## src/rtl/sequence_replay_window_tracker_core_assert.svh

```systemverilog
// Assertion helpers shared by the tracker RTL.
`ifndef SEQUENCE_REPLAY_WINDOW_TRACKER_CORE_ASSERT_SVH
`define SEQUENCE_REPLAY_WINDOW_TRACKER_CORE_ASSERT_SVH

// Same-cycle implication, disabled while reset is asserted.
`define SRWT_ASSERT_IMPLY(label, clk, rst_n, ante, cons) \
  label: assert property (@(posedge clk) disable iff (!rst_n) (ante) |-> (cons)) \
    else $error("srwt check failed");

// Next-cycle implication, disabled while reset is asserted.
`define SRWT_ASSERT_NEXT(label, clk, rst_n, ante, cons) \
  label: assert property (@(posedge clk) disable iff (!rst_n) (ante) |=> (cons)) \
    else $error("srwt check failed");

`endif

```

## src/rtl/srwt_pkg.sv

```systemverilog
`timescale 1ns / 1ps

package srwt_pkg;

  localparam int SEQ_W = 32;
  localparam int CNT_W = 32;

  typedef enum logic [1:0] {
    VERDICT_NEW       = 2'd0,
    VERDICT_REORDERED = 2'd1,
    VERDICT_DUPLICATE = 2'd2
  } verdict_t;

  // Classification of one packet, handed from the window logic to the counters
  typedef struct packed {
    logic first;    // first packet after reset
    logic fwd;      // ahead of the highest number
    logic reorder;  // late but inside the window, bit was clear
    logic dup;      // duplicate or too old
  } cls_t;

endpackage

```

## src/rtl/srwt_if.sv

```systemverilog
`timescale 1ns / 1ps

// Sequence number channel
interface srwt_seq_if
  import srwt_pkg::*;
();
  logic             valid;
  logic             ready;
  logic [SEQ_W-1:0] seq_number;

  modport source (output valid, output seq_number, input ready);
  modport sink   (input valid, input seq_number, output ready);
endinterface

// Result channel
interface srwt_res_if
  import srwt_pkg::*;
();
  logic             valid;
  logic             ready;
  logic [1:0]       verdict;
  logic [SEQ_W-1:0] highest_seq;
  logic [CNT_W-1:0] received_count;
  logic [CNT_W-1:0] lost_count;
  logic [CNT_W-1:0] duplicate_count;
  logic [CNT_W-1:0] reordered_count;

  modport source (output valid, output verdict, output highest_seq, output received_count,
                  output lost_count, output duplicate_count, output reordered_count,
                  input ready);
  modport sink   (input valid, input verdict, input highest_seq, input received_count,
                  input lost_count, input duplicate_count, input reordered_count,
                  output ready);
endinterface

```

## src/rtl/srwt_window.sv

```systemverilog
`timescale 1ns / 1ps

// Classifies one sequence number against the top number and the window,
// and works out the next window.
module srwt_window
  import srwt_pkg::*;
#(
  parameter int WINDOW_SIZE = 32
) (
  input  logic                   seen,
  input  logic [SEQ_W-1:0]       top_seq,
  input  logic [WINDOW_SIZE-1:0] win,
  input  logic [SEQ_W-1:0]       seq,
  output cls_t                   cls,
  output verdict_t               verdict,
  output logic [SEQ_W-1:0]       gap,
  output logic [WINDOW_SIZE-1:0] win_nxt
);

  localparam int               IDX_W   = $clog2(WINDOW_SIZE);
  localparam logic [SEQ_W-1:0] WIN_LEN = SEQ_W'(WINDOW_SIZE);

  logic [SEQ_W-1:0] diff;
  logic [SEQ_W-1:0] back;
  logic [IDX_W-1:0] back_idx;
  logic             in_win;
  logic             bit_set;
  logic             fwd_hit;

  // Forward and backward distance, modulo 2^32
  assign diff     = seq - top_seq;
  assign back     = top_seq - seq;
  assign back_idx = back[IDX_W-1:0];
  assign in_win   = (back < WIN_LEN);
  assign bit_set  = in_win && win[back_idx];
  // ahead by 1 .. 2^31-1; exactly half the space counts as behind
  assign fwd_hit  = (diff != '0) && !diff[SEQ_W-1];
  assign gap      = diff;

  always_comb begin
    cls     = '0;
    verdict = VERDICT_NEW;
    win_nxt = win;
    if (!seen) begin
      cls.first = 1'b1;
      win_nxt   = WINDOW_SIZE'(1);
    end else if (fwd_hit) begin
      cls.fwd = 1'b1;
      if (diff >= WIN_LEN) begin
        win_nxt = WINDOW_SIZE'(1);
      end else begin
        win_nxt = (win << diff[IDX_W-1:0]) | WINDOW_SIZE'(1);
      end
    end else if (in_win && !bit_set) begin
      cls.reorder = 1'b1;
      verdict     = VERDICT_REORDERED;
      win_nxt     = win | (WINDOW_SIZE'(1) << back_idx);
    end else begin
      cls.dup = 1'b1;
      verdict = VERDICT_DUPLICATE;
    end
  end

endmodule

```

## src/rtl/srwt_stats.sv

```systemverilog
`timescale 1ns / 1ps

// Wrapping packet counters
module srwt_stats
  import srwt_pkg::*;
(
  input  logic             clk,
  input  logic             rst_n,
  input  logic             en,
  input  cls_t             cls,
  input  logic [SEQ_W-1:0] gap,
  output logic [CNT_W-1:0] received,
  output logic [CNT_W-1:0] lost,
  output logic [CNT_W-1:0] duplicate,
  output logic [CNT_W-1:0] reordered
);

  logic [CNT_W-1:0] rcv_r, rcv_nxt;
  logic [CNT_W-1:0] lost_r, lost_nxt;
  logic [CNT_W-1:0] dup_r, dup_nxt;
  logic [CNT_W-1:0] reo_r, reo_nxt;

  // Next counter values for the packet being retired
  always_comb begin
    rcv_nxt  = rcv_r;
    lost_nxt = lost_r;
    dup_nxt  = dup_r;
    reo_nxt  = reo_r;
    if (cls.first) begin
      rcv_nxt = CNT_W'(1);
    end
    if (cls.fwd) begin
      rcv_nxt  = rcv_r + CNT_W'(1);
      // gap minus one packets went missing (zero for the next in order)
      lost_nxt = lost_r + CNT_W'(gap) - CNT_W'(1);
    end
    if (cls.reorder) begin
      rcv_nxt = rcv_r + CNT_W'(1);
      reo_nxt = reo_r + CNT_W'(1);
    end
    if (cls.dup) begin
      dup_nxt = dup_r + CNT_W'(1);
    end
  end

  always_ff @(posedge clk) begin
    if (!rst_n) begin
      rcv_r  <= '0;
      lost_r <= '0;
      dup_r  <= '0;
      reo_r  <= '0;
    end else if (en) begin
      rcv_r  <= rcv_nxt;
      lost_r <= lost_nxt;
      dup_r  <= dup_nxt;
      reo_r  <= reo_nxt;
    end
  end

  assign received  = rcv_r;
  assign lost      = lost_r;
  assign duplicate = dup_r;
  assign reordered = reo_r;

endmodule

```

## src/rtl/sequence_replay_window_tracker_core.sv

```systemverilog
`timescale 1ns / 1ps
// Result path: an input transfer is captured in the input register, then its result in
// the state/result register.
// Throughput: one sequence number per cycle while the result side is not stalled; the
// window update and counter adds are combinational between the input and state registers.
// Reset (synchronous, rst_n low): clears all tracker state and counters, empties both
// stages. No clearing pass; input is accepted straight after reset.
`include "sequence_replay_window_tracker_core_assert.svh"

module sequence_replay_window_tracker_core
  import srwt_pkg::*;
#(
  parameter int WINDOW_SIZE = 32
) (
  input  logic         clk,
  input  logic         rst_n,
  srwt_seq_if.sink     in_chan,
  srwt_res_if.source   out_chan
);

  logic                   in_valid_r;
  logic [SEQ_W-1:0]       in_seq_r;
  logic                   out_valid_r;
  verdict_t               verdict_r;
  logic                   seen_r;
  logic [SEQ_W-1:0]       top_r;
  logic [WINDOW_SIZE-1:0] win_r;

  logic                   adv;
  logic                   proc;
  logic                   in_ready;
  cls_t                   cls;
  verdict_t               verdict;
  logic [SEQ_W-1:0]       gap;
  logic [WINDOW_SIZE-1:0] win_nxt;

  // Handshake: the result stage frees up when empty or when its transfer completes
  assign adv           = !out_valid_r || out_chan.ready;
  assign proc          = in_valid_r && adv;
  assign in_ready      = !in_valid_r || adv;
  assign in_chan.ready = in_ready;

  // Input register
  always_ff @(posedge clk) begin
    if (!rst_n) begin
      in_valid_r <= 1'b0;
    end else if (in_ready) begin
      in_valid_r <= in_chan.valid;
    end
  end

  always_ff @(posedge clk) begin
    if (in_ready && in_chan.valid) begin
      in_seq_r <= in_chan.seq_number;
    end
  end

  // Window classification
  srwt_window #(
    .WINDOW_SIZE (WINDOW_SIZE)
  ) u_window (
    .seen    (seen_r),
    .top_seq (top_r),
    .win     (win_r),
    .seq     (in_seq_r),
    .cls     (cls),
    .verdict (verdict),
    .gap     (gap),
    .win_nxt (win_nxt)
  );

  // Tracker state; also serves as the held result payload
  always_ff @(posedge clk) begin
    if (!rst_n) begin
      seen_r <= 1'b0;
      top_r  <= '0;
      win_r  <= '0;
    end else if (proc) begin
      seen_r <= 1'b1;
      win_r  <= win_nxt;
      if (cls.first || cls.fwd) begin
        top_r <= in_seq_r;
      end
    end
  end

  // Result valid and verdict
  always_ff @(posedge clk) begin
    if (!rst_n) begin
      out_valid_r <= 1'b0;
      verdict_r   <= VERDICT_NEW;
    end else if (adv) begin
      out_valid_r <= in_valid_r;
      if (proc) begin
        verdict_r <= verdict;
      end
    end
  end

  // Counters
  srwt_stats u_stats (
    .clk       (clk),
    .rst_n     (rst_n),
    .en        (proc),
    .cls       (cls),
    .gap       (gap),
    .received  (out_chan.received_count),
    .lost      (out_chan.lost_count),
    .duplicate (out_chan.duplicate_count),
    .reordered (out_chan.reordered_count)
  );

  assign out_chan.valid       = out_valid_r;
  assign out_chan.verdict     = verdict_r;
  assign out_chan.highest_seq = top_r;

  // Checks
  `SRWT_ASSERT_NEXT(a_proc_gives_result, clk, rst_n, proc, out_valid_r)
  `SRWT_ASSERT_IMPLY(a_newest_bit_set, clk, rst_n, seen_r, win_r[0])
  `SRWT_ASSERT_NEXT(a_first_packet, clk, rst_n, proc && !seen_r,
    seen_r && (out_chan.received_count == CNT_W'(1)))
  `SRWT_ASSERT_NEXT(a_dup_counts, clk, rst_n, proc && cls.dup,
    out_chan.duplicate_count == $past(out_chan.duplicate_count) + CNT_W'(1))
  `SRWT_ASSERT_IMPLY(a_free_when_empty, clk, rst_n, !out_valid_r, in_chan.ready)

endmodule

```

## src/flat_wrapper.sv

```systemverilog
// flat-port wrapper written by rule: the top's interface ports become plain ports
module sequence_replay_window_tracker_core_flat import srwt_pkg::*;
#(
  parameter int WINDOW_SIZE = 32
)
  (clk, rst_n, in_chan_valid, in_chan_seq_number, in_chan_ready, out_chan_valid, out_chan_verdict, out_chan_highest_seq, out_chan_received_count, out_chan_lost_count, out_chan_duplicate_count, out_chan_reordered_count, out_chan_ready);
  srwt_seq_if in_chan_i ();
  srwt_res_if out_chan_i ();
  input  logic clk;
  input  logic rst_n;
  input wire logic [$bits(in_chan_i.valid)-1:0] in_chan_valid;
  input wire logic [$bits(in_chan_i.seq_number)-1:0] in_chan_seq_number;
  output wire logic [$bits(in_chan_i.ready)-1:0] in_chan_ready;
  output wire logic [$bits(out_chan_i.valid)-1:0] out_chan_valid;
  output wire logic [$bits(out_chan_i.verdict)-1:0] out_chan_verdict;
  output wire logic [$bits(out_chan_i.highest_seq)-1:0] out_chan_highest_seq;
  output wire logic [$bits(out_chan_i.received_count)-1:0] out_chan_received_count;
  output wire logic [$bits(out_chan_i.lost_count)-1:0] out_chan_lost_count;
  output wire logic [$bits(out_chan_i.duplicate_count)-1:0] out_chan_duplicate_count;
  output wire logic [$bits(out_chan_i.reordered_count)-1:0] out_chan_reordered_count;
  input wire logic [$bits(out_chan_i.ready)-1:0] out_chan_ready;
  assign in_chan_i.valid = in_chan_valid;
  assign in_chan_i.seq_number = in_chan_seq_number;
  assign in_chan_ready = in_chan_i.ready;
  assign out_chan_valid = out_chan_i.valid;
  assign out_chan_verdict = out_chan_i.verdict;
  assign out_chan_highest_seq = out_chan_i.highest_seq;
  assign out_chan_received_count = out_chan_i.received_count;
  assign out_chan_lost_count = out_chan_i.lost_count;
  assign out_chan_duplicate_count = out_chan_i.duplicate_count;
  assign out_chan_reordered_count = out_chan_i.reordered_count;
  assign out_chan_i.ready = out_chan_ready;
  sequence_replay_window_tracker_core #(.WINDOW_SIZE(WINDOW_SIZE)) u_core (.clk(clk), .rst_n(rst_n), .in_chan(in_chan_i), .out_chan(out_chan_i));
endmodule
```

## config.mk

```make
export PLATFORM = sky130hd
export DESIGN_NAME = sequence_replay_window_tracker_core_flat
export DESIGN_NICKNAME = d
export VERILOG_FILES = /design/src/rtl/srwt_pkg.sv /design/src/rtl/srwt_if.sv /design/src/rtl/srwt_window.sv /design/src/rtl/srwt_stats.sv /design/src/rtl/sequence_replay_window_tracker_core.sv /design/src/flat_wrapper.sv
export VERILOG_INCLUDE_DIRS = /design/src /design/src/rtl
export SDC_FILE = /design/constraint.sdc
export NUM_CORES = 1
export LEC_CHECK = 0
export BUFFER_PORTS_ARGS = -buffer_cell sky130_fd_sc_hd__buf_2
export CAP_MARGIN = 20
export CORE_ASPECT_RATIO = 0.6
export CORE_MARGIN = 4
export CORE_UTILIZATION = 45
export CTS_CLUSTER_DIAMETER = 150
export CTS_CLUSTER_SIZE = 20
export DETAILED_ROUTE_END_ITERATION = 7
export PLACE_DENSITY = 0.66
export SLEW_MARGIN = 0
export SYNTH_ARGS = -nofsm -noshare
export SYNTH_HDL_FRONTEND = slang
export SYNTH_SLANG_ARGS = --single-unit
```

## constraint.sdc

```tcl
create_clock -name clk -period 5.2 [get_ports clk]
set_clock_uncertainty 0.1 [all_clocks]
set_input_delay 1.04 -clock clk [delete_from_list [all_inputs] [get_ports clk]]
set_output_delay 1.04 -clock clk [all_outputs]
set_load 0.05 [all_outputs]
```

==> run metrics, run 1 <==
full die area=44200 sq um; vias in the first global route=17500; max_slew headroom=32.8%; actual slew at the worst max-slew pin=1.01 ns; final hold viol count=0; CORE AREA=39700 sq um; Distinct cells, synth=77; Pwr Density=268 nW/um^2; global-route wire length before repair=101000 microns; Synth top area share=21.5%; Design Area, Final=22300 sq um; Post-DP Area=21500 sq um; Initial Utilization=46.3%; vias per cell=6.15; TritonCTS clock tree=built; H-tree depth=1; sequential-to-total area share from yosys stat=26.7%; Die H=164 microns; number of max-cap violations=0; Tcrit/Tclk final=96.7%; Hold Crit Class=reg -> reg; CP peak stage delay=0.45 ns; largest net degree at the start of global routing=85; Hold Path Origin=u_core.win_r[31]; syn_nets=2556; clock buffer depth=3; Clk Latency, worst-skew pair=0.53 ns; reg2reg path depth=21; Num CTS Buffers=15; Synth Instances=2391; worst hold slack=0.349 ns; number of synthesized flops with an enable pin=32; IO Pins=200; Total GRT Usage=28.6%; Crit path top cell by count=a21oi_2; Syn Area/Cell=7.67 sq um; asr flop ratio synth=0%; ant diodes=0; DR WL/cell=20.5 microns; WP data arrival=5.40 ns; GR Overflow Total=0; commonest non-fill, non-tap cell in the layout=nand2_1; initial antenna violation count=1; Global Route met2 Usage=38.8%; top cells by area, synth=dfxtp_1 21%, ha_1 8.6%, a21oi_1 5.8%; Slowest-stage cell, CP=edfxtp_1; layer with the highest usage=met1; met1 Use GR=47.1%; detailed placement HPWL=51900 microns; max-slew violation count=0; Final Instance Count excl. Fillers=3233; die width=269 microns; final WL=66400 microns; nets=2871; Std-Cell Rows=56; Synth Cell Area=18300 sq um; synthesized flop and latch total=229; antenna-violating nets left=0; Critical R2R Launch=u_core.in_seq_r[3]; Main synth FF type=dfxtp_1; DRT iter0 DRCs=2460; Final setup viols=0; WHS Path Cells=2; CP Max Fanout=5; R2R Setup Slk=0.17 ns; crit-path leading delay family=compound AO/OA/AOI/OAI gates; CP Capture Type=flip-flop; CP cell instances=ha_2 -> o21a_1 -> o31a_1 -> buf_4 -> a21oi_2 -> inv_1 -> ha_1 -> inv_1 -> ha_1 -> o21ai_0 -> nor4_1 -> o21a_1 -> a221oi_2 -> a21oi_2 -> a22o_1 -> o41a_1 -> a311oi_2 -> o21ai_1 -> xnor2_1 -> nand2_1 -> a21oi_2; Synthesis Warnings=0; CTS root buffer=clkbuf_16; layout cell share with drive strength beyond 1=21.9%; Bufs and invs on worst path=3; reg-to-reg endpoint=u_core.u_stats.lost[30]; Crit path required time=5.57 ns; cell count after placement=3202; filler cell count=3730; most frequent cells in the layout=226 x nand2_1, 222 x buf_4, 217 x inv_1; dpl ws=-0.0613 ns; post-synth top area cell=dfxtp_1; drt first pass iters=5; GP Congestion=1.04; worst setup slack after layout=0.172 ns; met3 Usage GRT=5.27%; number of port buffers=199; clock slew at reported path FFs=0.10 ns; routed vias=19900; Max Freq=199 MHz; post-layout util=56.2%; Hold Path Sink=u_core.win_r[31]; Peak supply drop=0.267 mV; CTS Sinks=229; # DRC=0; Syn-to-layout area delta=21.4%; hold buffer count at cts=0; CP Launch Type=flip-flop; status=completed; kind of critical path=reg -> reg; leak pwr=0.00949 uW; fin crit period=5.03 ns
-- power by group --
part | switching [uW] | internal [uW] | leakage, uW
Sequential | 50.4 | 1850 | 0.00191
Clock | 671 | 543 | 0.000202
Combinational | 1680 | 1170 | 0.00738
-- routing by layer --
layer | wire, microns | share of wire [%]
met1 | 32600 | 49
met3 | 7210 | 11
met4 | 886 | 1.3
met2 | 25700 | 39
met5 | 16 | 0.024
-- per-stage QoR --
step,total power [uW],TNS [ns]
final,5960,0
after global routing,6300,-0.119
after detailed placement,4590,-0.0613
after floorplan,3660,0
after CTS,5840,0
after global placement,4560,0
-- Yosys cell counts, drive strengths merged (37+ instances only) --
| master | instances |
|---|---|
| nor2 | 169 |
| nand3 | 127 |
| xnor2 | 42 |
| ha | 126 |
| inv | 218 |
| o21ai | 135 |
| clkbuf | 107 |
| or3 | 37 |
| a21o | 57 |
| dfxtp | 197 |
| nand2 | 227 |
| nor3 | 44 |
| mux2i | 67 |
| a21oi | 211 |
-- worst max path at each step --
stage                                   start                       to  slack (ns)  cells past startpoint
5_1_grt                    u_core.in_seq_r[0]  u_core.u_stats.lost[30]       -0.05                     24
6_report                   u_core.in_seq_r[3]  u_core.u_stats.lost[30]        0.17                     21
4_1_cts                    u_core.in_seq_r[0]  u_core.u_stats.lost[30]        0.04                     24
3_5_place_dp               u_core.in_seq_r[1]  u_core.u_stats.lost[30]       -0.06                     21
3_3_place_gp               u_core.in_seq_r[1]  u_core.u_stats.lost[30]        0.05                     21
2_1_floorplan  u_core.out_chan.highest_seq[4]  u_core.u_stats.lost[30]       0.002                     24
-- registers in the layout (all words and copies together), names as in the netlist --
name / count
u_core.in_seq_r: 32
u_core.in_valid_r: 1
u_core.out_chan.highest_seq: 32
u_core.out_chan.valid: 1
u_core.out_chan.verdict: 2
u_core.seen_r: 1
u_core.u_stats.duplicate: 32
u_core.u_stats.lost: 32
u_core.u_stats.received: 32
u_core.u_stats.reordered: 32
u_core.win_r: 32
-- cell families (layout without fill, tap and decap cells) --
group	count (synthesis)	in the layout	share of synthesized area (%)
xor gates and xnor gates	62	62	2.96
AOI/OAI and AO/OA	662	662	23.2
buffers and inverters	359	679	7.44
muxes	100	100	7.28
DFF	229	229	26.7
adders and majority gates	129	129	8.92
and+or+nand+nor	850	850	23.5
-- tightest hold or removal path, stage by stage, from the launching register on --
cell	delay, ns
dfxtp_1	0.32
inv_1	0.04
a21oi_1	0.05
-- final cells by class --
cell class                      count  area [sq um]  area share [%]
Multi-Input combinational cell   1803         12400            55.9
Sequential cell                   229          4920            22.1
Timing Repair Buffer              438          3020            13.5
Inverter                          219           825            3.70
Tap cell                          522           653            2.93
Clock buffer                       20           394            1.77
Clock inverter                      2          25.0           0.112
-- repair_timing --
action,4_1_cts,5_1_grt
gates cloned,0,0
endpoints found under the setup margin,5,70
gates resized for setup,2,84
buffers inserted,0,9
pin swaps,1,17
endpoints found under the hold margin,0,0
No activity file was read; power rests on OpenSTA's default activity.
==> inputs of run 2 (changes only) <==
--- a/config.mk
+++ b/config.mk
@@ -12,10 +12,10 @@
 export CORE_MARGIN = 4
 export CORE_UTILIZATION = 45
 export CTS_CLUSTER_DIAMETER = 150
-export CTS_CLUSTER_SIZE = 20
 export DETAILED_ROUTE_END_ITERATION = 7
 export PLACE_DENSITY = 0.66
 export SLEW_MARGIN = 0
 export SYNTH_ARGS = -nofsm -noshare
 export SYNTH_HDL_FRONTEND = slang
+export SYNTH_HIERARCHICAL = 1
 export SYNTH_SLANG_ARGS = --single-unit
==> run 2 against run 1 <==
Net effect:
- clock-buffer cell count grew 16
- cell area up 4.3%
- register-to-register slack worse by 0.12 ns
- non-clock buffer count grew 33
- die area is 2.6% higher
- sequential cell count unchanged
- largest cell class unchanged
- largest power group unchanged
- highest routed layer is now met4
==> run metrics, run 2 <==
Peak supply drop=0.278 mV (+4.2%); crit-path leading delay family=compound AO/OA/AOI/OAI gates; CTS Sinks=229 (unchanged); fin crit period=5.15 ns (+0.121 ns); top cells by area, synth=dfxtp_1 21%, ha_1 8.4%, edfxtp_1 5.1%; commonest non-fill, non-tap cell in the layout=buf_4; DR WL/cell=20.3 microns (-1.1%); GP Congestion=0.978 (-5.6%); number of port buffers=199 (unchanged); final hold viol count=0 (unchanged); drt first pass iters=6 (+1); global-route wire length before repair=106000 microns (+4.9%); synthesized flop and latch total=229 (unchanged); sequential-to-total area share from yosys stat=26.0% (-0.71 points); TritonCTS clock tree=built; IO Pins=200 (unchanged); Tcrit/Tclk final=99.0% (+2.3 points); Crit path top cell by count=buf_4; Synth Cell Area=18800 sq um (+2.7%); initial antenna violation count=0 (-1); Hold Crit Class=reg -> reg; clock buffer depth=3 (unchanged); final WL=68400 microns (+2.9%); max-slew violation count=0 (unchanged); Max Freq=194 MHz (-2.3%); most frequent cells in the layout=261 x buf_4, 255 x nand2_1, 216 x inv_1; Crit path required time=5.59 ns (+0.02 ns); max_slew headroom=23.6% (-9.3 points); Bufs and invs on worst path=6 (+3); post-synth top area cell=dfxtp_1; CP Capture Type=flip-flop; actual slew at the worst max-slew pin=1.14 ns (+0.130 ns); CORE AREA=40900 sq um (+3.2%); Final setup viols=0 (unchanged); ant diodes=0 (unchanged); R2R Setup Slk=0.05 ns (-0.12 ns); Initial Utilization=46.0% (-0.22 points); Synth Instances=2421 (+1.3%); Num CTS Buffers=25 (+10); CP peak stage delay=0.45 ns (about the same); CP cell instances=ha_4 -> buf_4 -> nand2_1 -> buf_4 -> o31ai_4 -> a21oi_2 -> buf_4 -> buf_4 -> o31a_1 -> a221oi_2 -> o2111ai_2 -> nor4_4 -> nand3_2 -> a21oi_2 -> and4_4 -> buf_6 -> o31a_1 -> buf_4 -> nand3_2 -> nor2_2 -> nand2_2 -> or3_1 -> a21oi_1; Slowest-stage cell, CP=edfxtp_1; vias per cell=5.89 (-4.2%); die width=272 microns (+1.3%); clock slew at reported path FFs=0.06 ns (-0.04 ns); cell count after placement=3301 (+3.1%); dpl ws=-0.282 ns (-0.221 ns); asr flop ratio synth=0% (unchanged); H-tree depth=1 (unchanged); DR WL met3=7510 microns (+4.1%); DRT iter0 DRCs=2355 (-4.3%); Post-synth top cells=256 x nand2_1, 218 x inv_1, 215 x nor2_1; Main synth FF type=dfxtp_1; routed vias=19800 (-0.31%); CTS root buffer=clkbuf_16; Die H=167 microns (+1.3%); Total GRT Usage=28.8% (+0.14 points); syn_nets=2586 (+1.2%); M1 wire length=33100 microns (+1.8%); full die area=45300 sq um (+2.6%); Syn Area/Cell=7.79 sq um (+1.5%); Clk Latency, worst-skew pair=0.57 ns (+0.04 ns); Distinct cells, synth=103 (+34%); kind of critical path=reg -> reg; layout cell share with drive strength beyond 1=24.4% (+2.5 points); hold buffer count at cts=0 (unchanged); nets=2953 (+2.9%); max layer used=met4; most common cell in the netlist=nand2_1; CP Launch Type=flip-flop; number of synthesized flops with an enable pin=32 (unchanged); Synthesis Warnings=6 (+6); number of max-cap violations=0 (unchanged); detailed placement HPWL=53200 microns (+2.5%); WP data arrival=5.54 ns (+0.14 ns); Synth top area share=20.9% (-0.57 points); leak pwr=0.0104 uW (+9.7%); status=completed; # DRC=0 (unchanged); worst setup slack after layout=0.0512 ns (-0.121 ns); Final Instance Count excl. Fillers=3366 (+4.1%); Pwr Density=285 nW/um^2 (+6.7%); unrepaired setup endpoints after global routing=true; CP Max Fanout=7 (+2); Syn-to-layout area delta=23.3%; GR Overflow Total=0 (unchanged); Std-Cell Rows=57 (+1.8%); met2 wire len=26400 microns (+2.7%); largest net degree at the start of global routing=73 (-14%); antenna-violating nets left=0 (unchanged); vias in the first global route=18300 (+4.2%)
==> run 2: cell count changes after synthesis, sizes merged, moves of 17 or more <==
cell	delta
buf	+24
nand4b	-18
nor2	+49
nand3	-30
or4	-17
clkbuf	-33
a41o	+26
xor2	+61
nand2	+31
a22o	+23
a21oi	-17
==> run 2: power by group <==
| group | switching, uW | internal, uW | total, uW |
|---|---|---|---|
| registers | 36.3 | 1840 | 1870 |
| clock network | 798 | 1050 | 1840 |
| logic | 1790 | 1120 | 2910 |
==> run 2: metal layers <==
layer  up-vias  track usage, %
li1       9376               -
met1      9443            45.9
met2       920            39.4
met3        75            6.23
met4         0            4.97
met5         -               0
==> run 2: path summary, 6_finish.rpt <==
check                               start                           to  cells past startpoint
setup / recovery       u_core/in_seq_r[3]  u_core/u_stats/received[26]                     23
setup reg to reg       u_core/in_seq_r[3]  u_core/u_stats/received[26]                     23
hold / removal    u_core/u_stats/lost[23]      u_core/u_stats/lost[23]                      2
hold reg to reg   u_core/u_stats/lost[23]      u_core/u_stats/lost[23]                      2
==> run 2: timing repair <==
| action | 4_1_cts | 5_1_grt |
|---|---|---|
| hold endpoints to repair | 0 | 0 |
| pin swaps | 9 | 35 |
| gates cloned | 0 | 0 |
| gates resized for setup | 19 | 64 |
| buffers inserted | 4 | 16 |
| endpoints found under the setup margin | 51 | 82 |
==> run 2: tightest hold or removal path, cell delays in order, from the launching register on <==
cell and delay [ns]:
dfxtp_1 0.32, nand2_1 0.06, a21oi_1 0.05
==> run 2: cell families after synthesis <==
logic type,Yosys count,share of synthesized area (%)
DFF,229,26.0
xor gates and xnor gates,132,6.13
buffers and inverters,355,7.95
muxes,100,6.54
adders and majority gates,129,8.68
and+or+nand+nor,826,21.3
AOI/OAI and AO/OA,650,23.4
==> run 2: cell type report <==
| class | count | area, sq um |
|---|---|---|
| clock buffer | 36 | 738 |
| tap | 560 | 701 |
| fill | 3886 | 17700 |
| multi-input combinational | 1837 | 12800 |
| inverter | 224 | 841 |
| sequential | 229 | 4940 |
| clock inverter | 9 | 100 |
| timing repair buffer | 471 | 3100 |
==> run 2: per-stage QoR <==
step                cell area (sq um)  power (uW)  utilization, %  setup TNS (ns)  hold slack, ns
global placement                21900        4630            53.4           -1.79           0.352
finish                          23200        6630            56.8               0           0.368
CTS                             22800        6540            55.7               0           0.371
global route                    23200        7010            56.8           -2.49           0.388
floorplan                       18900        3770               -               0           0.376
detailed placement              21900        4660            53.4           -6.96           0.362
==> inputs of run 3 (changes only) <==
--- a/config.mk
+++ b/config.mk
@@ -6,6 +6,7 @@
 export SDC_FILE = /design/constraint.sdc
 export NUM_CORES = 1
 export LEC_CHECK = 0
+export ABC_AREA = 1
 export BUFFER_PORTS_ARGS = -buffer_cell sky130_fd_sc_hd__buf_2
 export CAP_MARGIN = 20
 export CORE_ASPECT_RATIO = 0.6
==> run 3 against run 2 <==
Net effect:
- hold slack improved by 0.013 ns
- non-clock buffer count fell by 247
- power rose by 5.3%
- final cell count rose by 36%
- synthesized cell count rose by 56%
- critical path type unchanged
- critical path depth rose by 3
==> run metrics, run 3 <==
asr flop ratio synth=0% (unchanged); most frequent cells in the layout=1233 x nand2_1, 754 x inv_1, 395 x nor2_1; Num CTS Buffers=26 (+4.0%); full die area=51200 sq um (+13%); Synth Instances=3768 (+56%); detailed placement HPWL=56300 microns (+6.0%); nets=4093 (+39%); Sw Share=44.2% (+4.6 points); Distinct cells, synth=57 (-45%); Clk Latency, worst-skew pair=0.57 ns (about the same); Synth top area share=21.6% (+0.71 points); max_slew headroom=32.8% (+9.2 points); Initial Utilization=45.9% (-0.18 points); Syn-to-layout area delta=11.4%; final WL=71700 microns (+4.8%); Peak supply drop=0.265 mV (-4.5%); CTS Sinks=229 (unchanged); die width=289 microns (+6.3%); Std-Cell Rows=61 (+7.0%); IO Pins=200 (unchanged); vias per cell=5.12 (-13%); CTS root buffer=clkbuf_16; clock slew at reported path FFs=0.06 ns (about the same); DR WL/cell=15.7 microns (-23%); CP Capture Type=flip-flop; Final setup viols=0 (unchanged); synthesized flop and latch total=229 (unchanged); post-synth top area cell=nand2_1; most common cell in the netlist=nand2_1; Pwr Density=293 nW/um^2 (+2.6%); routed vias=23400 (+18%); top cells by area, synth=nand2_1 22%, dfxtp_1 18%, inv_1 13%; TritonCTS clock tree=built; Gate power share=45.6% (+1.7 points); number of max-cap violations=0 (unchanged); Total GRT Usage=26.9% (-1.9 points); final hold viol count=0 (unchanged); global-route wire length before repair=111000 microns (+4.4%); status=completed; CORE AREA=46600 sq um (+14%); # DRC=0 (unchanged); CP Max Fanout=9 (+2); antenna-violating nets left=0 (unchanged); number of synthesized flops with an enable pin=32 (unchanged); syn_nets=3933 (+52%); Synthesis Warnings=6 (unchanged); Synth Cell Area=21400 sq um (+13%); Clk pwr share=27.0% (-0.8 points); GP Congestion=1.01 (+3.7%); fin crit period=4.84 ns (-0.311 ns); sequential-to-total area share from yosys stat=22.9% (-3.1 points); largest net degree at the start of global routing=74 (+1.4%); GR Overflow Total=0 (unchanged); Die H=177 microns (+6.2%); Psw=3090 uW (+18%); Crit path required time=5.54 ns (-0.05 ns); Pwr Total=6980 uW (+5.3%); CP Launch Type=flip-flop; filler cell count=5095 (+31%); WP data arrival=5.18 ns (-0.36 ns); dpl ws=0.145 ns (+0.426 ns); drt first pass iters=6 (unchanged); leak pwr=0.0128 uW (+23%); DRT iter0 DRCs=2935 (+25%); Max Freq=207 MHz (+6.4%); actual slew at the worst max-slew pin=1.01 ns (-0.130 ns); ant diodes=0 (unchanged); worst setup slack after layout=0.362 ns (+0.311 ns); initial antenna violation count=0 (unchanged); H-tree depth=1 (unchanged); commonest non-fill, non-tap cell in the layout=nand2_1; Main synth FF type=dfxtp_1; number of port buffers=199 (unchanged); Hold Crit Class=reg -> reg; clock buffer depth=3 (unchanged); sequential cell fraction of total power=27.4% (-0.9 points); Tcrit/Tclk final=93.0% (-6.0 points); kind of critical path=reg -> reg; Post-synth top cells=1233 x nand2_1, 755 x inv_1, 398 x nor2_1; max-slew violation count=0 (unchanged); Internal Pwr Total=3890 uW (-2.8%); vias in the first global route=20000 (+9.3%); Syn Area/Cell=5.68 sq um (-27%); layout cell share with drive strength beyond 1=9.71% (-15 points)
[run 3: cell families (layout without fill, tap and decap cells)]
logic type | count (synthesis) | count (layout) | share of synthesized area (%)
AO/OA/AOI/OAI | 378 | 378 | 9.40
buffers and inverters | 875 | 1051 | 15.9
multiplexers | 10 | 10 | 0.468
adder cells (fa/ha/maj) | 129 | 129 | 7.65
AND/OR/NAND/NOR | 2097 | 2098 | 41.6
flip-flops | 229 | 229 | 22.9
XOR/XNOR | 50 | 50 | 2.12
[run 3: cell type report]
cell class	instances	area, sq um	share of cell area (%)
clock buffer	36	739	3.10
clock inverter	9	104	0.436
inverter	781	2940	12.3
multi-input combinational	2665	13200	55.2
sequential	229	4900	20.6
tap	630	788	3.31
timing repair buffer	224	1190	4.98
timing repair inverter	1	7.51	0.0315
[run 3: power groups by stage]
stage               combinational (uW)  clock, uW  sequential, uW
floorplan                         2180          0            2040
global placement                  3050          0            1950
detailed placement                3060          0            1950
CTS                               3080       1940            1910
global route                      3520       2010            1920
finish                            3180       1890            1910
[run 3: stage by stage]
stage	hold slack [ns]	setup TNS (ns)	instances	util, %	instance area, sq um
after floorplan	0.355	0	3768	-	21400
after global placement	0.365	0	4528	49.1	22900
after detailed placement	0.369	0	4528	49.1	22900
after CTS	0.382	0	4573	51.0	23800
after global routing	0.398	-0.00210	4575	51.1	23800
final	0.381	0	4575	51.1	23800
[run 3: worst max-delay path: stages (launching register included)]
cell and delay (ns):
edfxtp_1 0.42, ha_1 0.54, nand2_2 0.18, nor2_2 0.23
nand2_1 0.19, nor2_1 0.19, nand2_1 0.11, nand4_1 0.10
nand2_1 0.17, nor2_1 0.18, nand2_2 0.11, nor2_8 0.19
nand3_4 0.10, nand2_2 0.18, nand2_1 0.16, nor2_4 0.22
inv_1 0.06, nand2_1 0.12, nand2_1 0.11, nand2_4 0.16
nand4_4 0.19, nor2_2 0.22, nand2_1 0.11, nor2_1 0.16
nand3_1 0.09, nand2_1 0.08, nor2_1 0.04
[run 3: routing by layer]
layer	share of wire, %	global-route usage, %	up-vias
li1	-	-	11900
met1	50	43.9	10400
met2	37	35.4	1077
met3	11	5.21	98
met4	2.1	5.34	0
met5	0	0	-
[run 3: what timing repair did]
item,in CTS,in global routing
hold buffers,0,0
buffers inserted,0,0
endpoints found under the hold margin,0,0
gates resized for setup,0,14
endpoints found under the setup margin,0,47
[run 3: final timing paths]
| path | cells after the start | slack (ns) | to | start |
|---|---|---|---|---|
| max | 26 | 0.36 | u_core/u_stats/received[25] | u_core/in_seq_r[20] |
| min | 2 | 0.38 | u_core/u_stats/received[11] | u_core/u_stats/received[11] |
| max reg2reg | 26 | 0.36 | u_core/u_stats/received[25] | u_core/in_seq_r[20] |
| min reg2reg | 2 | 0.38 | u_core/u_stats/received[11] | u_core/u_stats/received[11] |
